--- config.mk ---
export PLATFORM = sky130hd
export DESIGN_NAME = xor_frame_receiver
export DESIGN_NICKNAME = d
export VERILOG_FILES = /design/src/rtl/xfr_pkg.sv /design/src/rtl/xfr_parser.sv /design/src/rtl/xfr_out_buf.sv /design/src/rtl/xor_frame_receiver.sv
export SDC_FILE = /design/constraint.sdc
export NUM_CORES = 1
export LEC_CHECK = 0
export BUFFER_PORTS_ARGS = -buffer_cell sky130_fd_sc_hd__buf_2
export CAP_MARGIN = 40
export CORE_ASPECT_RATIO = 1.1
export CORE_MARGIN = 4
export CORE_UTILIZATION = 53
export DETAILED_ROUTE_END_ITERATION = 10
export PLACE_DENSITY = 0.76
export SYNTH_ARGS = -nofsm -noshare
export SYNTH_HDL_FRONTEND = slang
export SYNTH_SLANG_ARGS = --single-unit
--- constraint.sdc ---
create_clock -name clk -period 3.8 [get_ports clk]
set_input_delay 0.19 -clock clk [delete_from_list [all_inputs] [get_ports clk]]
set_output_delay 0.19 -clock clk [all_outputs]
set_load 0.005 [all_outputs]
--- src/rtl/xfr_pkg.sv ---
// Package for the XOR-checksum frame receiver.
// Holds the result word type, result kinds, framing bytes and ring slot sizing.
// No dependencies.
`default_nettype none

package xfr_pkg;

	localparam int RING_SLOTS = 8;
	localparam int SLOT_W = (RING_SLOTS > 1) ? $clog2(RING_SLOTS) : 1;
	localparam int SLOT_FIELD_W = 3;

	localparam logic [7:0] HEADER_BYTE = 8'hFF;
	localparam logic [7:0] FOOTER_BYTE = 8'hFF;

	typedef logic [SLOT_W-1:0] slot_t;

	typedef enum logic [1:0] {
		KIND_PAYLOAD   = 2'd0,
		KIND_ACCEPTED  = 2'd1,
		KIND_CHK_ERROR = 2'd2,
		KIND_DROPPED   = 2'd3
	} kind_t;

	typedef struct packed {
		kind_t                   kind;
		logic [7:0]              frame_id;
		logic [7:0]              frame_len;
		logic [7:0]              data_byte;
		logic [7:0]              byte_index;
		logic [SLOT_FIELD_W-1:0] slot_index;
	} result_t;

	// The reported slot field is the ring slot masked to three bits.
	function automatic logic [SLOT_FIELD_W-1:0] slot_field(input slot_t s);
		logic [SLOT_W+SLOT_FIELD_W-1:0] ext;
		ext = {{SLOT_FIELD_W{1'b0}}, s};
		return ext[SLOT_FIELD_W-1:0];
	endfunction

endpackage

`default_nettype wire

--- src/rtl/xfr_parser.sv ---
// Frame parser: phase register, held header fields, running XOR and ring slot.
// Produces at most one result word per processed byte. Depends on xfr_pkg.
`default_nettype none

module xfr_parser
	import xfr_pkg::*;
(
	input  wire logic    clk,
	input  wire logic    arst_n,
	input  wire logic    step,
	input  wire logic [7:0] rx_byte,
	output logic         res_valid,
	output result_t      res
);

	typedef enum logic [2:0] {
		PH_WAIT_HEADER = 3'd0,
		PH_ID          = 3'd1,
		PH_LEN         = 3'd2,
		PH_DATA        = 3'd3,
		PH_CHECK       = 3'd4,
		PH_FOOTER      = 3'd5
	} phase_t;

	phase_t     phase_q, phase_d;
	logic [7:0] held_id_q, held_id_d;
	logic [7:0] held_len_q, held_len_d;
	logic [7:0] count_q, count_d;
	logic [7:0] xor_q, xor_d;
	slot_t      slot_q, slot_d;
	slot_t      slot_next;
	logic [7:0] count_inc;

	assign slot_next = (slot_q == SLOT_W'(RING_SLOTS - 1)) ? '0 : slot_q + SLOT_W'(1);
	assign count_inc = count_q + 8'd1;

	always_comb begin
		phase_d    = phase_q;
		held_id_d  = held_id_q;
		held_len_d = held_len_q;
		count_d    = count_q;
		xor_d      = xor_q;
		slot_d     = slot_q;
		res_valid  = 1'b0;
		res.kind       = KIND_PAYLOAD;
		res.frame_id   = held_id_q;
		res.frame_len  = held_len_q;
		res.data_byte  = 8'd0;
		res.byte_index = 8'd0;
		res.slot_index = slot_field(slot_q);
		case (phase_q)
			PH_ID: begin
				held_id_d  = rx_byte;
				held_len_d = 8'd0;
				xor_d      = xor_q ^ rx_byte;
				phase_d    = PH_LEN;
			end
			PH_LEN: begin
				held_len_d = rx_byte;
				count_d    = 8'd0;
				xor_d      = xor_q ^ rx_byte;
				phase_d    = PH_DATA;
			end
			PH_DATA: begin
				xor_d = xor_q ^ rx_byte;
				if (held_len_q == 8'd0) begin
					phase_d = PH_CHECK;
				end else begin
					res_valid      = 1'b1;
					res.data_byte  = rx_byte;
					res.byte_index = count_q;
					count_d        = count_inc;
					if (count_inc >= held_len_q || count_inc == 8'd0) begin
						phase_d = PH_CHECK;
					end
				end
			end
			PH_CHECK: begin
				if (rx_byte == xor_q) begin
					phase_d = PH_FOOTER;
				end else begin
					res_valid = 1'b1;
					res.kind  = KIND_CHK_ERROR;
					phase_d   = PH_WAIT_HEADER;
				end
			end
			PH_FOOTER: begin
				phase_d   = PH_WAIT_HEADER;
				xor_d     = 8'd0;
				res_valid = 1'b1;
				if (rx_byte == FOOTER_BYTE) begin
					slot_d         = slot_next;
					res.kind       = KIND_ACCEPTED;
					res.slot_index = slot_field(slot_next);
				end else begin
					res.kind = KIND_DROPPED;
				end
			end
			default: begin
				phase_d = PH_WAIT_HEADER;
				if (rx_byte == HEADER_BYTE) begin
					phase_d = PH_ID;
					xor_d   = 8'd0;
				end
			end
		endcase
	end

	always_ff @(posedge clk or negedge arst_n) begin
		if (!arst_n) begin
			phase_q    <= PH_WAIT_HEADER;
			held_id_q  <= 8'd0;
			held_len_q <= 8'd0;
			count_q    <= 8'd0;
			xor_q      <= 8'd0;
			slot_q     <= '0;
		end else if (step) begin
			phase_q    <= phase_d;
			held_id_q  <= held_id_d;
			held_len_q <= held_len_d;
			count_q    <= count_d;
			xor_q      <= xor_d;
			slot_q     <= slot_d;
		end
	end

endmodule

`default_nettype wire

--- src/rtl/xfr_out_buf.sv ---
// Two-word result register with skid entry, decoupling the parser from output stalls.
// Depends on xfr_pkg for the result word type.
`default_nettype none

module xfr_out_buf
	import xfr_pkg::*;
(
	input  wire logic clk,
	input  wire logic arst_n,
	input  wire logic push,
	input  result_t   push_word,
	output logic      space,
	output logic      valid,
	input  wire logic ready,
	output result_t   word
);

	result_t    mem_q [2];
	logic       wr_ptr_q;
	logic       rd_ptr_q;
	logic [1:0] count_q;
	logic       pop;

	assign space = (count_q != 2'd2);
	assign valid = (count_q != 2'd0);
	assign pop   = valid && ready;
	assign word  = mem_q[rd_ptr_q];

	always_ff @(posedge clk) begin
		if (push) begin
			mem_q[wr_ptr_q] <= push_word;
		end
	end

	always_ff @(posedge clk or negedge arst_n) begin
		if (!arst_n) begin
			wr_ptr_q <= 1'b0;
			rd_ptr_q <= 1'b0;
			count_q  <= 2'd0;
		end else begin
			if (push) begin
				wr_ptr_q <= ~wr_ptr_q;
			end
			if (pop) begin
				rd_ptr_q <= ~rd_ptr_q;
			end
			if (push && !pop) begin
				count_q <= count_q + 2'd1;
			end else if (pop && !push) begin
				count_q <= count_q - 2'd1;
			end
		end
	end

endmodule

`default_nettype wire

--- src/rtl/xor_frame_receiver.sv ---
// Top level of the XOR-checksum frame receiver: input byte register, parser, result buffer.
// Depends on xfr_pkg, xfr_parser and xfr_out_buf.
//
// Channel  Direction  Word contents
// s        in         tdata[7:0] rx_byte
// m        out        tuser[1:0] result_kind; tdata frame_id, frame_len, data_byte,
//                     byte_index, slot_index
//
// One byte is accepted per cycle while the result buffer has space.
// The byte is registered, parsed combinationally and its result written to a
// two-word output buffer, so a stalled output does not block input until both
// buffer words are full. Reset returns the parser to waiting for a header and
// the ring slot to zero.
`default_nettype none

module xor_frame_receiver
	import xfr_pkg::*;
(
	input  wire logic        clk,
	input  wire logic        arst_n,
	input  wire logic        s_tvalid,
	output logic             s_tready,
	input  wire logic [7:0]  s_tdata,   // [7:0] rx_byte
	output logic             m_tvalid,
	input  wire logic        m_tready,
	output logic [39:0]      m_tdata,   // [7:0] frame_id, [15:8] frame_len, [23:16] data_byte,
	                                    // [31:24] byte_index, [34:32] slot_index, [39:35] zero
	output logic [1:0]       m_tuser    // [1:0] result_kind
);

	logic       valid_s1;
	logic [7:0] byte_s1;
	logic       step;
	logic       buf_space;
	logic       res_valid;
	result_t    res;
	result_t    out_word;

	assign step     = valid_s1 && buf_space;
	assign s_tready = !valid_s1 || step;

	always_ff @(posedge clk) begin
		if (s_tvalid && s_tready) begin
			byte_s1 <= s_tdata;
		end
	end

	always_ff @(posedge clk or negedge arst_n) begin
		if (!arst_n) begin
			valid_s1 <= 1'b0;
		end else if (s_tready) begin
			valid_s1 <= s_tvalid;
		end
	end

	xfr_parser u_parser (
		.clk       (clk),
		.arst_n    (arst_n),
		.step      (step),
		.rx_byte   (byte_s1),
		.res_valid (res_valid),
		.res       (res)
	);

	xfr_out_buf u_out_buf (
		.clk       (clk),
		.arst_n    (arst_n),
		.push      (step && res_valid),
		.push_word (res),
		.space     (buf_space),
		.valid     (m_tvalid),
		.ready     (m_tready),
		.word      (out_word)
	);

	assign m_tuser = out_word.kind;
	assign m_tdata = {5'd0, out_word.slot_index, out_word.byte_index,
		out_word.data_byte, out_word.frame_len, out_word.frame_id};

endmodule

`default_nettype wire
==> impl_metrics.tcl, run 1 <==
set metrics [dict create \
    drc 0 \
    hold_viol_final 0 \
    worst_slew_pin_slew_ns 0.868 \
    timing.final.ws_setup_ns 1.18 \
    hold_class "in -> reg" \
    fin_crit_ns 2.62 \
    num_antenna_cells 0 \
    critPathSlowestCell "dfrtp_1" \
    initial_utilization 0.546 \
    grt_usage 0.195 \
    cts_sinks 125 \
    cp_common_cell "ha_1" \
    syn_area_sq_um 5710 \
    core_sq_um 10400 \
    dr.pass1.iters 5 \
    ys_async_sr_fraction 0.344 \
    setup_tns_ns 0 \
    power_frac_clock 0.327 \
    cp.required_ns 4.10 \
    slew-limit-headroom 0.418 \
    synth.distinct_cells 60 \
    hold_buffers 10 \
    wl_per_cell_um 17.4 \
    layout-drive-gt1-share 0.299 \
    io_pins 56 \
    ctsResizeCount 0 \
    grt_pass1_vias 3629 \
    final_nets 513 \
    post_cts_buffers 0 \
    grt_pass1_wl_mm 18.4 \
    timing.fmax_ghz 0.381 \
    area_growth_pct 19.2 \
    drv_cap 0 \
    ys.flop_type "edfxtp_1" \
    critical_path.startpoint_type "flip-flop" \
    path_max_fanout 8 \
    rows 39 \
    setup.worst_path.class "reg -> reg" \
    grt_max_degree 38 \
    clk_path_buf_depth 2 \
    cts-root-buf "clkbuf_16" \
    multi_input_area_sq_um 2000 \
    antenna_found_initial 0 \
    finalWirelength_mm 11.2 \
    p_comb_frac 0.273 \
    seq_area_frac_synth 0.620 \
    place_ws_ns 1.21 \
    swShare 0.307 \
    intPower_uw 3600 \
    place_inst 603 \
    antenna_left 0 \
    num_vias 3535 \
    die_h_um 117 \
    worst_clock_skew_ns 0.00913 \
    dieArea_sq_um 12500 \
    fill_cells 780 \
    finalSetupViolCount 0 \
    chipWidth_um 107 \
    instances_no_fill 645 \
    syn_inst 420 \
    drt_iter0_markers 230 \
    cts_tree "yes" \
    clock_latency_ns 0.42 \
    cp_cell_sequence "ha_1 > xor2_1 > ha_1 > a21o_1 > a31oi_1 > o21ai_0 > nor3b_2 > nor4b_1 > nor3_1" \
    p_leak_uw 0.00277 \
    utilization 0.651 \
    power_switching_uw 1600 \
    cts.clk_slew.worst_paths_ns 0.06 \
    cp.arrival_ns 2.92 \
    htree_levels 4 \
    irDropWorstVdd_uv 407 \
    dp_hpwl_mm 7.13 \
    synth_edf_count 82 \
    numCtsBuffers 17 \
    grt-ovfl-total 0 \
    port_buffers 50 \
    regArea_sq_um 3540 \
    viasPerCell 5.48 \
    synth_warnings 0 \
    syn_area_per_cell_sq_um 13.6 \
    ys_seq_elements 125 \
    gp_congestion 0.838 \
    maxSlewViolCount 0 \
    rsz0062_at_grt "no" \
    post-route-period-util 0.690 \
    cp_slowest_stage_delay_ns 0.46 \
    outcome "complete, no violations" \
    p_seq_frac 0.400 \
    p_per_area_nw_per_um2 764 \
    endpoint_kind "flip-flop" \
]
==> flip-flops by register name, indices dropped and copies added, names as in the netlist <==
signal               cells
u_parser.phase_q         3
u_parser.xor_q           8
valid_s1                 1
u_parser.slot_q          3
u_out_buf.count_q        2
byte_s1                  8
u_out_buf.wr_ptr_q       1
u_parser.held_len_q      8
u_parser.held_id_q       8
u_parser.count_q         8
u_out_buf.mem_q         74
u_out_buf.rd_ptr_q       1
==> per-stage QoR <==
step,total power (uW),hold WS [ns],area [sq um]
after floorplan,3030,-0.106,5720
final,5200,0.0913,6800
after global routing,5480,0.111,6800
after detailed placement,3500,0.0958,6070
after CTS,5240,0.0763,6800
after global placement,3440,0.367,6040
==> power groups by stage <==
stage | clock [uW] | combinational, uW | sequential (uW)
after global routing | 1790 | 1570 | 2120
after detailed placement | 0 | 1400 | 2100
after floorplan | 0 | 1030 | 2000
after global placement | 0 | 1370 | 2070
final | 1700 | 1420 | 2080
after CTS | 1720 | 1440 | 2080
==> cell usage after synthesis (all sizes together) (2+ instances only) <==
library cell	count	area, sq um
xnor2	9	86.3
o31ai	8	60.1
nor2b	11	68.8
or2	2	12.5
nand2	46	175
a21o	3	22.5
nand4	3	18.8
nor3	4	30.0
nor2	11	60.1
a311o	2	20.0
a22o	10	87.6
nand3	5	37.5
inv	11	41.3
a21oi	8	43.8
o211ai	2	20.0
nand3b	2	15.0
or3	2	12.5
xor2	12	105
nor3b	2	20.0
dfrtp	43	1080
edfxtp	82	2460
nand2b	4	25.0
mux2	43	484
and2	22	140
ha	12	150
o21ai	21	105
nor4	5	37.5
buf	11	70.1
clkbuf	9	73.8
==> worst max-delay path: cells and delay by family, from the launching register on <==
kind / cells / cell delay, ns
fa+ha+maj: 2 / 0.65
simple gates: 3 / 0.57
flops: 1 / 0.46
compound gates: 3 / 0.44
xor+xnor: 1 / 0.37
==> final cells by class <==
type | count | area share
sequential | 125 | 0.520
inverter | 11 | 0.00607
clock inverter | 14 | 0.0283
tap | 143 | 0.0263
multi-input combinational | 268 | 0.295
clock buffer | 18 | 0.0646
timing repair buffer | 66 | 0.0600
==> logic make-up after synthesis <==
logic type	count (synthesis)	share of synthesized area
flip-flops	125	0.620
AND/OR/NAND/NOR	125	0.124
AO/OA/AOI/OAI	61	0.0763
multiplexers	43	0.0849
buffers and inverters	31	0.0325
XOR/XNOR	21	0.0336
adder cells (fa/ha/maj)	13	0.0281
other	1	0.000657
==> layout by cell type (no fill, tap or decap), drive strengths merged, types with 3 or more instances in the layout <==
master        n
nor2         11
o31ai         8
and2         22
a21oi         8
dlygate4sd3  10
a21o          3
nand2b        4
dfrtp        43
nor2b        11
conb          5
nor3          4
xnor2         9
mux2         43
edfxtp       82
o21ai        21
ha           12
nand4         3
buf          56
xor2         12
nand3         5
a22o         10
nand2        46
clkbuf       18
inv          12
clkinv        7
bufinv        4
nor4          5
==> path summary, 6_finish.rpt <==
path,from,endpoint,cells past startpoint,slack (ns)
worst max-delay path,u_parser.count_q[0],u_parser.phase_q[0],9,1.18
worst min-delay path,m_tready,u_out_buf.rd_ptr_q,3,0.09
worst max register to register,u_parser.count_q[0],u_parser.phase_q[0],9,1.18
worst min register to register,u_parser.held_id_q[3],u_out_buf.mem_q[0][30],0,0.47
max in group asynchronous,arst_n,u_parser.held_len_q[1],3,3.14
min in group asynchronous,arst_n,u_parser.xor_q[4],2,0.18
==> layer usage <==
metal	GRT usage	share of wire
met1	0.243	0.43
met2	0.318	0.49
met3	0.0625	0.060
met4	0.0827	0.015
met5	0	0
Note: power is estimated with default switching activity, not from simulation.
==> inputs of run 2 (changes only) <==
==> constraint.sdc (replaced) <==
create_clock -name clk -period 2.59 [get_ports clk]
set_input_delay 0.1295 -clock clk [delete_from_list [all_inputs] [get_ports clk]]
set_output_delay 0.1295 -clock clk [all_outputs]
set_load 0.005 [all_outputs]
==> run 2 against run 1 <==
Count of clock-buffer cells in the layout is the same. Register-to-register slack worse by 0.98 ns. Power up 50%. Final area increased by 2.9%. Critical path depth is the same. Wire length fell by 0.23%. Critical path type unchanged. Largest power group unchanged.
==> impl_metrics.tcl, run 2 (synthesis gave the netlist of run 1 again) <==
set metrics [dict create \
    outcome "complete, no violations" \
    utilization 0.670 \
    viasPerCell 5.44 \
    top_register "u_out_buf.mem_q" \
    regArea_sq_um 3540 \
    finalSetupViolCount 0 \
    largest_reg_flops 74 \
    slew-limit-headroom 0.642 \
    p_per_area_nw_per_um2 1120 \
    multi_input_area_sq_um 2010 \
    num_vias 3609 \
    path_max_fanout 6 \
    post_cts_buffers 0 \
    whs_ns 0.0254 \
    worst_slew_pin_slew_ns 0.536 \
    finalWirelength_mm 11.2 \
    chipWidth_um 107 \
    post-route-period-util 0.923 \
    grt_pass1_wl_mm 18.7 \
    worst_clock_skew_ns 0.00615 \
    cp_slowest_stage_delay_ns 0.44 \
    area_growth_pct 22.7 \
    antenna_left 0 \
    cts-root-buf "clkbuf_16" \
    io_pins 56 \
    dr.pass1.iters 4 \
    clk_path_buf_depth 2 \
    clock_latency_ns 0.41 \
    grt_usage 0.197 \
    hold_viol_final 0 \
    htree_levels 4 \
    timing.fmax_ghz 0.418 \
    p_leak_uw 0.00287 \
    endpoint_kind "flip-flop" \
    final_common_cell "edfxtp_1" \
    drv_cap 0 \
    setup.worst_path.class "reg -> reg" \
    irDropWorstVdd_uv 564 \
    whs_endpoint "u_out_buf.rd_ptr_q" \
    fill_cells 764 \
    numCtsBuffers 17 \
    r2r_setup_slack_ns 0.20 \
    core_sq_um 10400 \
    grt-ovfl-total 0 \
    drc 0 \
    gp_congestion 0.785 \
    critPathSlowestCell "dfrtp_2" \
    wl_per_cell_um 16.8 \
    r2r-end "u_parser.phase_q[1]" \
    grt_pass1_vias 3746 \
    critical_path.startpoint_type "flip-flop" \
    drt_iter0_markers 147 \
    place_inst 622 \
    final_nets 532 \
    rows 39 \
    die_h_um 117 \
    cp_cell_sequence "and4_2 > nand2_1 > xnor2_1 > ha_1 > nand3_1 > o21ai_0 > nor3b_4 > nor2_2 > a311o_1" \
    grt_max_degree 38 \
    cts_tree "yes" \
    maxSlewViolCount 0 \
    cp.required_ns 2.88 \
    dp_hpwl_mm 7.51 \
    rsz0062_at_grt "no" \
    mostFrequentLayoutCells "82 x edfxtp_1, 50 x buf_2, 45 x nand2_1, 43 x mux2_2, 40 x dfrtp_1" \
    hp-start "m_tready" \
    instances_no_fill 664 \
    cp.arrival_ns 2.68 \
    r2r_start "u_parser.count_q[3]" \
    port_buffers 50 \
    fin_crit_ns 2.39 \
    dieArea_sq_um 12500 \
    cts.clk_slew.worst_paths_ns 0.05 \
    cts_sinks 125 \
    initial_utilization 0.546 \
    hold_depth 3 \
    r2r_cells 9 \
    layout-drive-gt1-share 0.332 \
    hold_class "in -> reg" \
    antenna_found_initial 0 \
    setup_tns_ns 0 \
    num_antenna_cells 0 \
]
run 2: final cells by class:
cell class	count	share of cell area
clock buffers	18	0.0613
well taps	143	0.0256
repair buffers	85	0.0822
flip-flops and latches	125	0.506
inverters	11	0.00590
clock inverters	14	0.0311
multi-input cells	268	0.288
run 2: routing by layer:
layer	GRT usage	wire length, um
met5	0	0
met4	0.0554	158
met3	0.0592	695
met2	0.332	5720
met1	0.252	4600
run 2: worst max-delay path by stage:
stage	startpoint	end	slack (ns)	cells after the start
CTS	u_parser.count_q[0]	u_parser.phase_q[2]	0.1	10
global route	u_parser.count_q[0]	u_parser.phase_q[0]	0.02	10
finish	u_parser.count_q[3]	u_parser.phase_q[1]	0.20	9
floorplan	u_parser.phase_q[1]	u_out_buf.mem_q[1][0]	0.08	6
global placement	u_parser.count_q[0]	u_parser.phase_q[0]	0.17	9
detailed placement	u_parser.count_q[0]	u_parser.phase_q[0]	0.09	10
run 2: power breakdown:
group	leakage, uW	internal, uW	total (uW)	switching [uW]
logic	0.00125	1070	2290	1220
registers	0.00131	2680	2960	280
clock network	0.000312	1710	2560	850
run 2: through the flow:
step | power [uW] | instance area [sq um] | worst slack, ns
global placement | 5150 | 6200 | 0.174
finish | 7820 | 7000 | 0.200
CTS | 7870 | 6990 | 0.0992
global route | 8270 | 7000 | 0.0163
floorplan | 4460 | 5730 | 0.0838
detailed placement | 5260 | 6240 | 0.0945
run 2: critical path, delay by kind of cell, from the launching register on:
family / cells / cell delay [ns]
and+or+nand+nor: 5 / 0.86
adders and majority gates: 1 / 0.30
xor gates and xnor gates: 1 / 0.16
AOI/OAI and AO/OA: 2 / 0.49
DFF: 1 / 0.44
run 2: repair_timing:
item / CTS / global route
gates resized for setup: 0 / 5
setup endpoints to repair: 0 / 3
hold buffers: 10 / 0
endpoints found under the hold margin: 27 / 0
==> inputs of run 3 (changes only) <==
--- a/config.mk
+++ b/config.mk
@@ -5,10 +5,10 @@
 export SDC_FILE = /design/constraint.sdc
 export NUM_CORES = 1
 export LEC_CHECK = 0
+export ABC_AREA = 1
 export BUFFER_PORTS_ARGS = -buffer_cell sky130_fd_sc_hd__buf_2
 export CAP_MARGIN = 40
 export CORE_ASPECT_RATIO = 1.1
-export CORE_MARGIN = 4
 export CORE_UTILIZATION = 53
 export DETAILED_ROUTE_END_ITERATION = 10
 export PLACE_DENSITY = 0.76
==> run 3 against run 2 <==
Non-clock buffer count is 17 lower. Synthesized area is 5.1% lower. The flow now finishes with violations (DRC). Critical endpoint is now u_out_buf.count_q[1]. Highest routed layer unchanged. Global-route usage is 3.9 points higher. Largest cell class unchanged. Utilization is 0.72 points lower. Clock skew is 0.011 ns higher. Synthesized cell count is 25% higher.
==> impl_metrics.tcl, run 3 <==
set metrics [dict create \
    outcome "finished, violations left" \
    failed_checks "DRC" \
    numCtsBuffers 17 \
    timing.final.ws_setup_ns 0.338 \
    r2r_setup_slack_ns 0.34 \
    port_buffers 50 \
    path_depth 12 \
    power_switching_uw 2360 \
    timing.fmax_ghz 0.444 \
    drc 5 \
    fin_crit_ns 2.25 \
    die_h_um 108 \
    final_common_cell "nand2_1" \
    setup.worst_path.class "reg -> reg" \
    finalWirelength_mm 11.3 \
    grt_pass1_vias 3928 \
    drt_iter0_markers 259 \
    cp_slowest_stage_delay_ns 0.41 \
    r2r_start "byte_s1[6]" \
    critPathSlowestCell "edfxtp_1" \
    synth.distinct_cells 31 \
    post-route-period-util 0.869 \
    rows 38 \
    p_comb_frac 0.272 \
    final_nets 623 \
    p_seq_frac 0.392 \
    grt_max_degree 38 \
    cp.required_ns 2.99 \
    path_max_fanout 3 \
    antenna_found_initial 0 \
    p_per_area_nw_per_um2 1080 \
    clock_latency_ns 0.53 \
    syn_area_sq_um 5420 \
    cts_sinks 125 \
    grt_usage 0.236 \
    rsz0062_at_grt "no" \
    maxSlewViolCount 0 \
    num_antenna_cells 0 \
    finalSetupViolCount 0 \
    dieArea_sq_um 10600 \
    cts.clk_slew.worst_paths_ns 0.06 \
    p_leak_uw 0.00299 \
    worst_clock_skew_ns 0.0174 \
    synth_top_area_cell "edfxtp_1" \
    area_growth_pct 21.1 \
    initial_utilization 0.548 \
    layout-drive-gt1-share 0.170 \
    viasPerCell 5.29 \
    gp_congestion 0.839 \
    synth_warnings 0 \
    cp_num_buf_inv 1 \
    cp-endpoint "u_out_buf.count_q[1]" \
    grt-ovfl-total 0 \
    ys_async_sr_fraction 0.344 \
    slew-limit-headroom 0.469 \
    post_cts_buffers 0 \
    endpoint_kind "flip-flop" \
    mostFrequentLayoutCells "186 x nand2_1, 82 x edfxtp_1, 50 x buf_2, 49 x inv_1, 43 x dfrtp_1" \
    antenna_left 0 \
    ctsResizeCount 0 \
    htree_levels 4 \
    synth.most_common_cell "nand2_1" \
    cp.arrival_ns 2.65 \
    r2r_cells 12 \
    num_vias 3871 \
    cts-root-buf "clkbuf_8" \
    chipWidth_um 98.4 \
    irDropWorstVdd_uv 603 \
    fin_area_sq_um 6560 \
    synth_area_leaders "edfxtp_1 45%, dfrtp_1 20%, nand2_1 13%, inv_1 3.4%, ha_1 2.8%" \
    cp_common_cell "nand2_1" \
    hold_class "in -> async" \
    synth_top_cell_area_share 0.455 \
    ys.flop_type "edfxtp_1" \
    top_register "u_out_buf.mem_q" \
    setup_tns_ns 0 \
    clk_path_buf_depth 2 \
    fill_cells 732 \
    cp_cell_sequence "xnor2_1 > nand2_1 > nor2_1 > nand2_1 > nand2_1 > nand3_1 > nand2_1 > inv_1 > ha_1 > a21oi_1 > o21ai_0 > xor2_1" \
    grt_pass1_wl_mm 18.7 \
    wl_per_cell_um 15.5 \
    dp_hpwl_mm 7.28 \
    largest_reg_flops 74 \
    crit_start "byte_s1[6]" \
    swShare 0.334 \
    seq_area_frac_synth 0.653 \
    power_frac_clock 0.336 \
    synth_edf_count 82 \
    hold_viol_final 0 \
    cp_top_family "simple AND/OR/NAND/NOR gates" \
    worst_slew_pin_slew_ns 0.792 \
    drv_cap 0 \
    cts_tree "yes" \
    ys_top_cells_by_count "186 x nand2_1, 82 x edfxtp_1, 49 x inv_1" \
    dr.pass1.iters 10 \
    place_ws_ns 0.379 \
    syn_inst 527 \
    ys_seq_elements 125 \
    syn_area_per_cell_sq_um 10.3 \
    intPower_uw 4710 \
    r2r-end "u_out_buf.count_q[1]" \
    post_dp_cell_area_sq_um 5850 \
    io_pins 56 \
    core_sq_um 9890 \
    critical_path.startpoint_type "flip-flop" \
]
-- run 3: how the worst min path moves through the flow --
stage | end | slack, ns | cells past startpoint
detailed placement | u_parser.slot_q[2] | 0.11 | 1
floorplan | u_out_buf.count_q[0] | -0.17 | 0
finish | u_parser.slot_q[2] | 0.07 | 2
CTS | u_parser.slot_q[2] | 0.07 | 2
global placement | byte_s1[4] | 0.31 | 1
global route | u_out_buf.count_q[0] | 0.12 | 2
-- run 3: worst reg2reg max path: stages, from the launching register on --
cell	delay [ns]
edfxtp_1	0.41
xnor2_1	0.24
nand2_1	0.09
nor2_1	0.16
nand2_1	0.08
nand2_1	0.09
nand3_1	0.08
nand2_1	0.20
inv_1	0.10
ha_1	0.31
a21oi_1	0.12
o21ai_0	0.11
xor2_1	0.15
-- run 3: area by class of cell --
class	instances	area, sq um	share of cell area
flip-flops and latches	125	3540	0.540
well taps	120	150	0.0229
clock buffers	17	414	0.0632
multi-input cells	332	1600	0.244
clock inverters	15	185	0.0282
repair buffers	68	463	0.0706
inverters	55	206	0.0315
-- run 3: routing by layer --
layer,routed length [um],share of wire,vias to the layer above,global-route usage
li1,-,-,1867,-
met1,4710,0.41,1873,0.271
met2,5830,0.51,110,0.405
met3,557,0.049,21,0.0659
met4,252,0.022,0,0.130
met5,0,0,-,0
-- run 3: through the flow --
step	utilization	power, uW	hold slack, ns	instances
finish	0.663	7070	0.0721	732
global placement	0.589	4600	0.308	688
global route	0.663	7460	0.121	732
floorplan	-	4000	-0.166	531
CTS	0.663	7100	0.0715	732
detailed placement	0.591	4690	0.106	689
-- run 3: cell families (layout without fill, tap and decap cells) --
group | Yosys count | after routing | share of synthesized area
simple gates | 255 | 255 | 0.190
flops | 125 | 125 | 0.653
buf+inv | 74 | 155 | 0.0568
compound gates | 48 | 48 | 0.0518
fa+ha+maj | 12 | 12 | 0.0277
xor+xnor | 12 | 12 | 0.0194
other cells | 1 | 5 | 0.000692
-- run 3: timing repair --
action	4_1_cts	5_1_grt
setup endpoints to repair	0	0
hold buffers	11	0
endpoints found under the hold margin	53	0
-- run 3: power groups by stage --
stage / combinational, uW / sequential, uW / clock [uW]
final: 1920 / 2770 / 2380
after global placement: 1830 / 2770 / 0
after detailed placement: 1890 / 2800 / 0
after CTS: 1940 / 2770 / 2400
after global routing: 2170 / 2820 / 2470
after floorplan: 1270 / 2730 / 0
